**src/rtl/stable_sorted_priority_queue_defines.svh**
```systemverilog
// assertion macros for the sorted priority queue
`ifndef STABLE_SORTED_PRIORITY_QUEUE_DEFINES_SVH
`define STABLE_SORTED_PRIORITY_QUEUE_DEFINES_SVH

// same-cycle implication, checked outside reset
`define SPQ_ASSERT_NOW(label, ante, cons) \
    label: assert property (@(posedge i_clk) disable iff (!i_rst_n) (ante) |-> (cons)) \
        else $error("spq same-cycle check failed");

// next-cycle implication, checked outside reset
`define SPQ_ASSERT_NEXT(label, ante, cons) \
    label: assert property (@(posedge i_clk) disable iff (!i_rst_n) (ante) |=> (cons)) \
        else $error("spq next-cycle check failed");

`endif

```
**src/rtl/spq_pkg.sv**
```systemverilog
// shared types, sizes and codes of the sorted priority queue
package spq_pkg;

    localparam int DEPTH = 16;
    localparam int CNT_W = $clog2(DEPTH + 1);

    localparam logic KIND_INSERT = 1'b0;
    localparam logic KIND_REMOVE = 1'b1;

    localparam logic [1:0] ST_OK    = 2'd0;
    localparam logic [1:0] ST_EMPTY = 2'd1;
    localparam logic [1:0] ST_FULL  = 2'd2;

    typedef struct packed {
        logic [31:0] tag;
        logic [7:0]  age;
        logic [7:0]  prio;
    } t_entry;

    typedef struct packed {
        logic   ins;
        logic   rem;
        t_entry entry;
    } t_cmd;

    typedef struct packed {
        logic   valid;
        logic   lt;
        t_entry entry;
    } t_link;

endpackage

```
**src/rtl/stable_sorted_priority_queue.sv**
```systemverilog
// top level: bounded stable priority queue built as a chain of sorting cells
//
//  channel   | handshake            | fields
//  ----------+----------------------+--------------------------------------------
//  command   | start / busy         | i_kind i_payload_tag i_age i_priority_req
//  result    | o_strobe (no stall)  | o_status o_out_valid o_out_tag o_out_age
//            |                      | o_out_priority o_occupancy
//
//  one word accepted per cycle while busy is low; its result strobes in the following cycle
//  every cell compares against the broadcast word and registers its shift
//  busy is high during reset and in the first cycle after reset
//  reset empties the queue; the receiver cannot stall the result
module stable_sorted_priority_queue (
    input  logic        i_clk,
    input  logic        i_rst_n,
    input  logic        start,
    output logic        busy,
    input  logic        i_kind,
    input  logic [31:0] i_payload_tag,
    input  logic [7:0]  i_age,
    input  logic [7:0]  i_priority_req,
    output logic        o_strobe,
    output logic [1:0]  o_status,
    output logic        o_out_valid,
    output logic [31:0] o_out_tag,
    output logic [7:0]  o_out_age,
    output logic [7:0]  o_out_priority,
    output logic [4:0]  o_occupancy
);

    `include "stable_sorted_priority_queue_defines.svh"

    logic                      r_live;
    logic [spq_pkg::CNT_W-1:0] r_count;
    logic [spq_pkg::CNT_W-1:0] n_count;
    logic                      r_strobe;
    logic [1:0]                r_status;
    logic [1:0]                n_status;
    logic                      r_out_valid;
    spq_pkg::t_entry           r_out;
    spq_pkg::t_entry           n_out;

    logic                      w_accept;
    logic                      w_full;
    logic                      w_empty;
    spq_pkg::t_cmd             w_cmd;
    spq_pkg::t_link            w_link [spq_pkg::DEPTH];
    spq_pkg::t_link            w_edge;
    logic [spq_pkg::DEPTH-1:0] w_valid_vec;
    logic [spq_pkg::CNT_W+4:0] w_count_ext;

    assign busy     = ~r_live;
    assign w_accept = start & ~busy;
    assign w_full   = (r_count == spq_pkg::CNT_W'(spq_pkg::DEPTH));
    assign w_empty  = (r_count == '0);

    assign w_cmd.ins         = w_accept & (i_kind == spq_pkg::KIND_INSERT) & ~w_full;
    assign w_cmd.rem         = w_accept & (i_kind == spq_pkg::KIND_REMOVE) & ~w_empty;
    assign w_cmd.entry.tag   = i_payload_tag;
    assign w_cmd.entry.age   = i_age;
    assign w_cmd.entry.prio  = i_priority_req;

    assign w_edge.valid = 1'b0;
    assign w_edge.lt    = 1'b0;
    assign w_edge.entry = '0;

    for (genvar gi = 0; gi < spq_pkg::DEPTH; gi++) begin : g_cell
        spq_pkg::t_link w_left;
        spq_pkg::t_link w_right;
        if (gi == 0) begin : g_first
            assign w_left = w_edge;
        end else begin : g_mid_l
            assign w_left = w_link[gi-1];
        end
        if (gi == spq_pkg::DEPTH - 1) begin : g_last
            assign w_right = w_edge;
        end else begin : g_mid_r
            assign w_right = w_link[gi+1];
        end
        spq_cell u_cell (
            .i_clk   (i_clk),
            .i_rst_n (i_rst_n),
            .i_cmd   (w_cmd),
            .i_left  (w_left),
            .i_right (w_right),
            .o_link  (w_link[gi])
        );
        assign w_valid_vec[gi] = w_link[gi].valid;
    end

    always_comb begin
        n_count  = r_count;
        n_status = spq_pkg::ST_OK;
        n_out    = '0;
        if (w_cmd.ins) begin
            n_count = r_count + 1'b1;
        end else if (w_cmd.rem) begin
            n_count = r_count - 1'b1;
            n_out   = w_link[0].entry;
        end else if (i_kind == spq_pkg::KIND_INSERT) begin
            n_status = spq_pkg::ST_FULL;
        end else begin
            n_status = spq_pkg::ST_EMPTY;
        end
    end

    always_ff @(posedge i_clk) begin
        if (!i_rst_n) begin
            r_live      <= 1'b0;
            r_count     <= '0;
            r_strobe    <= 1'b0;
            r_out_valid <= 1'b0;
        end else begin
            r_live      <= 1'b1;
            r_strobe    <= w_accept;
            if (w_accept) begin
                r_count     <= n_count;
                r_out_valid <= w_cmd.rem;
            end
        end
    end

    always_ff @(posedge i_clk) begin
        if (w_accept) begin
            r_status <= n_status;
            r_out    <= n_out;
        end
    end

    assign w_count_ext    = (spq_pkg::CNT_W + 5)'(r_count);
    assign o_strobe       = r_strobe;
    assign o_status       = r_status;
    assign o_out_valid    = r_out_valid & r_strobe;
    assign o_out_tag      = r_out.tag;
    assign o_out_age      = r_out.age;
    assign o_out_priority = r_out.prio;
    assign o_occupancy    = w_count_ext[4:0];

    `SPQ_ASSERT_NEXT(a_strobe_follows, w_accept, o_strobe)
    `SPQ_ASSERT_NOW(a_valid_ok, o_out_valid, o_strobe && (o_status == spq_pkg::ST_OK))
    `SPQ_ASSERT_NOW(a_count_bits, r_live, $countones(w_valid_vec) == 32'(r_count))
    `SPQ_ASSERT_NEXT(a_full_holds, w_accept && w_full && (i_kind == spq_pkg::KIND_INSERT),
        $stable(r_count) && (o_status == spq_pkg::ST_FULL))

endmodule

```
**src/rtl/spq_cell.sv**
```systemverilog
// one slot of the sorted chain: keeps, shifts in from a neighbor or takes the new word
module spq_cell (
    input  logic           i_clk,
    input  logic           i_rst_n,
    input  spq_pkg::t_cmd  i_cmd,
    input  spq_pkg::t_link i_left,
    input  spq_pkg::t_link i_right,
    output spq_pkg::t_link o_link
);

    logic            r_valid;
    logic            n_valid;
    spq_pkg::t_entry r_entry;
    spq_pkg::t_entry n_entry;
    logic            w_self_lt;

    assign w_self_lt = ~r_valid | (r_entry.prio < i_cmd.entry.prio);

    always_comb begin
        n_valid = r_valid;
        n_entry = r_entry;
        if (i_cmd.ins) begin
            if (i_left.lt) begin
                n_valid = i_left.valid;
                n_entry = i_left.entry;
            end else if (w_self_lt) begin
                n_valid = 1'b1;
                n_entry = i_cmd.entry;
            end
        end else if (i_cmd.rem) begin
            n_valid = i_right.valid;
            n_entry = i_right.entry;
        end
    end

    always_ff @(posedge i_clk) begin
        if (!i_rst_n) begin
            r_valid <= 1'b0;
        end else begin
            r_valid <= n_valid;
        end
    end

    always_ff @(posedge i_clk) begin
        r_entry <= n_entry;
    end

    assign o_link.valid = r_valid;
    assign o_link.lt    = w_self_lt;
    assign o_link.entry = r_entry;

endmodule

```
**config.mk**
```make
export PLATFORM = sky130hd
export DESIGN_NAME = stable_sorted_priority_queue
export DESIGN_NICKNAME = d
export VERILOG_FILES = /design/src/rtl/spq_pkg.sv /design/src/rtl/stable_sorted_priority_queue.sv /design/src/rtl/spq_cell.sv
export VERILOG_INCLUDE_DIRS = /design/src /design/src/rtl
export SDC_FILE = /design/constraint.sdc
export NUM_CORES = 2
export LEC_CHECK = 0
export BUFFER_PORTS_ARGS = -buffer_cell sky130_fd_sc_hd__buf_4
export CORE_ASPECT_RATIO = 0.75
export CORE_MARGIN = 3
export CORE_UTILIZATION = 40
export CTS_CLUSTER_SIZE = 16
export DETAILED_ROUTE_END_ITERATION = 10
export PLACE_DENSITY_LB_ADDON = 0.15
export SYNTH_ARGS = -nofsm -noshare
export SYNTH_HDL_FRONTEND = slang
export SYNTH_SLANG_ARGS = --single-unit
```
**constraint.sdc**
```tcl
create_clock -name i_clk -period 7.2 [get_ports i_clk]
set_input_delay 1.44 -clock i_clk [delete_from_list [all_inputs] [get_ports i_clk]]
set_output_delay 1.44 -clock i_clk [all_outputs]
set_load 0.01 [all_outputs]
```
# ---- Word level (Yosys, flattened, before mapping)
# Cells that the tools add are included.
dict set report classes {
  add_sub_neg 2
  n_lt_le_gt_ge 16
  eq_ne 17
  n_mux 130
  bitwise 43
  n_reduce_logical 21
}
# operator count
set ops {}
lappend ops {{$mux 48} 63}
lappend ops {{$lt 8x8->1} 16}
lappend ops {{$mux 1} 64}
lappend ops {{$ne 3x1->1 const B} 14}
lappend ops {{$reduce_and 2->1} 17}
lappend ops {{$not 1->1} 21}
lappend ops {{$or 1x1->1} 16}
lappend ops {{$mux 5} 2}
lappend ops {{$and 1x1->1} 6}
lappend ops {{$add 5x1->5 const B} 1}
lappend ops {{$eq 5x5->1 const B} 1}
lappend ops {{$logic_not 5->1} 1}
lappend ops {{$sub 5x1->5 const B} 1}
lappend ops {{$reduce_or 2->1} 2}
lappend ops {{$ne 3x2->1 const B} 1}
lappend ops {{$mux 2} 1}
lappend ops {{$ne 2x2->1 const B} 1}
lappend ops {{$reduce_bool 2->1} 1}
dict set report totals {
  reg_bits 842
  out_inout_bits 58
}

# ---- Logic depth before layout (Yosys ltp)
dict set report logic_depth {
  word_depth 5
  ltp_mapped 12
}

# ---- By module
# A second synthesis with hierarchy kept.
dict set report unflattened {
  cells_unflattened 4056
  area_unflattened_um2 45511.1
}
# mod n_inst cells_each area_each_um2
set modules_own_cells {}
lappend modules_own_cells {{spq_cell at g_cell[14].u_cell ...} 11 243 2698.8}
lappend modules_own_cells {{spq_cell at g_cell[0].u_cell ...} 5 243 2691.3}
lappend modules_own_cells {stable_sorted_priority_queue 1 168 2367.3}

# ---- Worst setup path after synthesis
# Ideal clock, no wire load.
dict set report synth_timing {
  path_type {in2reg}
  from {input start}
  to {register g_cell[5].u_cell.r_entry, in the netlist g_cell[5].u_cell.o_link[0] (enable)}
  setup_ns 0.482
  arrival_ns 5.798
  slack_ns 0.919
  cell_stages 5
  n_path_buf 1
  path_cell_list {nand2_1 -> inv_1 -> o21ai_1 -> buf_2 -> a31oi_1}
}
dict set report synth_via {
  elab_chain_len 5
  elab_cells_between_ends 8
  cone_classes {eq/ne: 1; bitwise: 5; reduce/logical: 2}
}
# element line
set synth_rtl {}
lappend synth_rtl {{start, declared} stable_sorted_priority_queue.sv:16} ;# input logic start,
lappend synth_rtl {{$and 1x1->1 (*)} stable_sorted_priority_queue.sv:53} ;# assign w_accept = start & ~busy;
lappend synth_rtl {{via w_accept} stable_sorted_priority_queue.sv:43} ;# logic w_accept;
lappend synth_rtl {{$and 1x1->1 (on tied branches) (2 in a row)} {stable_sorted_priority_queue.sv:57, stable_sorted_priority_queue.sv:58}}
lappend synth_rtl {{$ne 3x1->1 (no line) or $reduce_bool 2->1 (tied branches)} -}
lappend synth_rtl {{$reduce_and 2->1 (no line) (*)} -}
lappend synth_rtl {{end signal, assigned} spq_cell.sv:45} ;# r_entry <= n_entry;
lappend synth_rtl {{end, declared} spq_cell.sv:13} ;# spq_pkg::t_entry r_entry;
# Mark *: on every way through the listed nets, which the timed path passes. The rest lies on a longest branch.
# A chain may end at the register's enable or synchronous reset.

# ---- Final worst setup path
dict set report layout_timing {
  from {input i_priority_req[2]}
  to {register g_cell[14].u_cell.r_entry, in the netlist g_cell[14].u_cell.o_link[9] (enable)}
}
dict set report layout_via {
  elab_chain_len 4
  elab_cells_between_ends 6
  cone_classes {order compare: 2; eq/ne: 1; bitwise: 2; reduce/logical: 1}
}
# element line
set layout_rtl {}
lappend layout_rtl {{start, declared} stable_sorted_priority_queue.sv:21} ;# input logic [7:0] i_priority_req,
lappend layout_rtl {{$lt 8x8->1} spq_cell.sv:17} ;# assign w_self_lt = ~r_valid | (r_entry.prio < i_cmd.entry.prio);
lappend layout_rtl {{$or 1x1->1} spq_cell.sv:17}
lappend layout_rtl {{$ne 3x1->1 (no line) (*)} -}
lappend layout_rtl {{$reduce_and 2->1 (no line) (*)} -}
lappend layout_rtl {{end signal, assigned} spq_cell.sv:45}
lappend layout_rtl {{end, declared} spq_cell.sv:13}
# Every way passes the cells marked *; elsewhere a longest branch is shown, timed or not.

==> reports/results.ini <==
[status]
status=completed

[global_route]
grt_pass1_wl_mm=186
grt_max_degree=174
gr-total-overflow=0
antenna_found_initial=1
top_usage_layer=met1
grt_util_met2_pct=31.7
grt_use_met1_pct=32.5
use_met3_pct=2.94
track_usage_pct=21.2
grt_pass1_vias=30675

[timing]
period_share_pct=61.0
setup_viol=0
fin_setup_tns_ps=0
fmax_mhz=228
hold_viol=0
rsz0062_at_grt=no
setup_slack_ps=2810
skew_ps=18.8
fin_crit_ps=4390
maxSlewHeadroom_pct=28.7
tightest_slew_ps=1070
drv_slew=0

[die]
num_io_pins=110
dieWidth_um=384
dieArea_mm2=0.111
core_mm2=0.106
initial_core_util_pct=40.5
rows=103
die_h_um=289

[clock_network]
clk_pin_slew_worst_paths_ps=60
ctsResizeCount=0
cts_setup_buffers=0
clock_sinks=842
clk_path_buf_depth=3
htree_levels=3
cts-root-buf=clkbuf_16
cts_buffers=88
cts_tree=built
hold_buffers=0
clkLatencyLatePin_ps=670

[worst_setup_path]
cp_data_required_time_ps=7520
path_delay_family=compound AO/OA/AOI/OAI gates
slowest_stage=o311ai_4
critPathArrivalTime_ps=4710
worstPathCellList=buf_4 -> inv_1 -> ha_1 -> a2111oi_1 -> nor3_1 -> o311ai_4 -> o31a_2 -> buf_4
cp_max_fo=26
path_class=in2reg
crit_top_cell=buf_4
r2r_setup_slack_ps=2930
end_kind=register
worstSetupStartpointType=input pin
cpPeakStageDelay_ps=830
path_buf_inv=3

[place]
dpl_cell_area_mm2=0.0445
place_ws_ps=2090
routabilityCongestion=0.791
dp_hpwl_mm=68.4
port-buffer-count=109

[synthesis]
yosysWarnings=0
syn_inst=4009
synthArstFlopShare_pct=0
netlist_area_mm2=0.0428
synth_seq_area_share_pct=58.5
synth.distinct_cells=57
synth-edff-count=818
synth_flop_cell=edfxtp_1
postSynthAreaPerCell_um2=10.7
ys_seq_elements=842
synth_nets=4177

[routing]
vias=31992
first_iter_violations=2871
wire_per_inst_um=22.4
firstDrtPassIters=6
routed_wl_mm=120
drc=0
ant_nets=0
vias_per_cell=5.97

[cells_and_area]
layout-drive-gt1-share_pct=9.16
fin_util_pct=44.7
final_area_mm2=0.0473
area_growth_pct=10.3
nNetsFinal=4044
antennaDiodeCount=0

[power_and_ir_drop]
p_leak_uw=0.0164
power_density_mw_per_mm2=254
ir_drop_v=0.000158

[worst_hold_path]
min_path_type=reg2reg

[flow_run]
drv_cap=0

-- registers in the layout, indices dropped and copies added, names as in the netlist --
register	cells
o_strobe	1
r_live	1
o_out_priority	8
o_out_age	8
g_cell.u_cell.r_valid	16
o_occupancy	5
o_status	2
g_cell.u_cell.o_link	768
o_out_tag	32
r_out_valid	1
-- cell type report --
class / count / area (um^2)
fillers: 10055 / 58500
flip-flops and latches: 842 / 25000
multi-input cells: 2751 / 16200
clock buffers: 116 / 2420
well taps: 1417 / 1770
repair buffers: 174 / 1380
clock inverters: 40 / 347
inverters: 19 / 80.1
-- synthesized netlist by cell type (5+ instances only) --
cell type  number  area share (%)
and2_1         49            0.72
buf_2         141             1.6
nand3_1       676             7.9
a211o_1        13            0.27
o21ai_1         5           0.058
nand2_2        28            0.41
a211oi_1        5           0.088
o21ai_0        74            0.86
buf_6           9            0.24
o2111ai_1      10            0.20
nand2_1       819             7.2
ha_1          115             3.4
o21a_1         11            0.19
mux2i_1        49             1.1
edfxtp_1      818              57
inv_1          17            0.15
a31oi_1        82             1.2
dfxtp_1        24             1.1
and3_1         11            0.16
buf_1          34            0.30
clkbuf_1      192             1.7
nand2b_1       10            0.15
o211ai_1      628              11
a21o_1         20            0.35
a21oi_1        27            0.32
nor2_1         67            0.59
buf_4          20            0.35
a22oi_1         9            0.16
nor3_1          6           0.070
-- stage by stage --
step | cells | power [uW] | hold WS, ps
4_1_cts | 5359 | 12100 | 494
6_report | 5359 | 12000 | 492
3_3_place_gp | 5203 | 7530 | 479
5_1_grt | 5359 | 12500 | 512
2_1_floorplan | 4009 | 7050 | 449
3_5_place_dp | 5203 | 7560 | 483
-- cells in the final DEF (no fill, tap or decap), drive strengths merged, types with 18 or more instances in the layout --
cell type and count:
buf 174, o211ai 628, nand2 847, and2 49
o21ai 79, ha 115, clkinv 34, a31oi 82
mux2i 49, dfxtp 24, a21oi 27, clkbuf 116
inv 18, a21o 20, edfxtp 818, nor2 67
nand3 676
-- tightest hold or removal path: stages (launching register included) --
cell and delay, ps:
dfxtp_1 320, a21oi_1 60, nor2_1 70
-- cells by family after synthesis --
| logic type | synth area share, % |
|---|---|
| AOI/OAI and AO/OA | 15.2 |
| muxes | 1.14 |
| adders and majority gates | 3.41 |
| xor gates and xnor gates | 0.0818 |
| DFF | 58.5 |
| and+or+nand+nor | 17.4 |
| buffers and inverters | 4.39 |
-- final timing paths --
check / from / to / cells past startpoint
max: i_priority_req[2] / g_cell[14].u_cell.o_link[9] / 8
min: r_out_valid / r_out_valid / 2
min reg2reg: r_out_valid / r_out_valid / 2
max reg2reg: o_occupancy[0] / g_cell[14].u_cell.o_link[19] / 8
-- per-layer routing --
metal	routed length [um]	up-vias
li1	-	14915
met1	59700	16114
met2	51900	821
met3	5790	142
met4	2450	0
met5	0	-
-- power breakdown --
part | switching (uW) | internal (uW) | leakage [uW]
Clock | 1960 | 2570 | 0.00136
Sequential | 184 | 5850 | 0.00783
Combinational | 1000 | 426 | 0.00723
Total | 3150 | 8840 | 0.0164
Power figures use the tool's default switching activity.
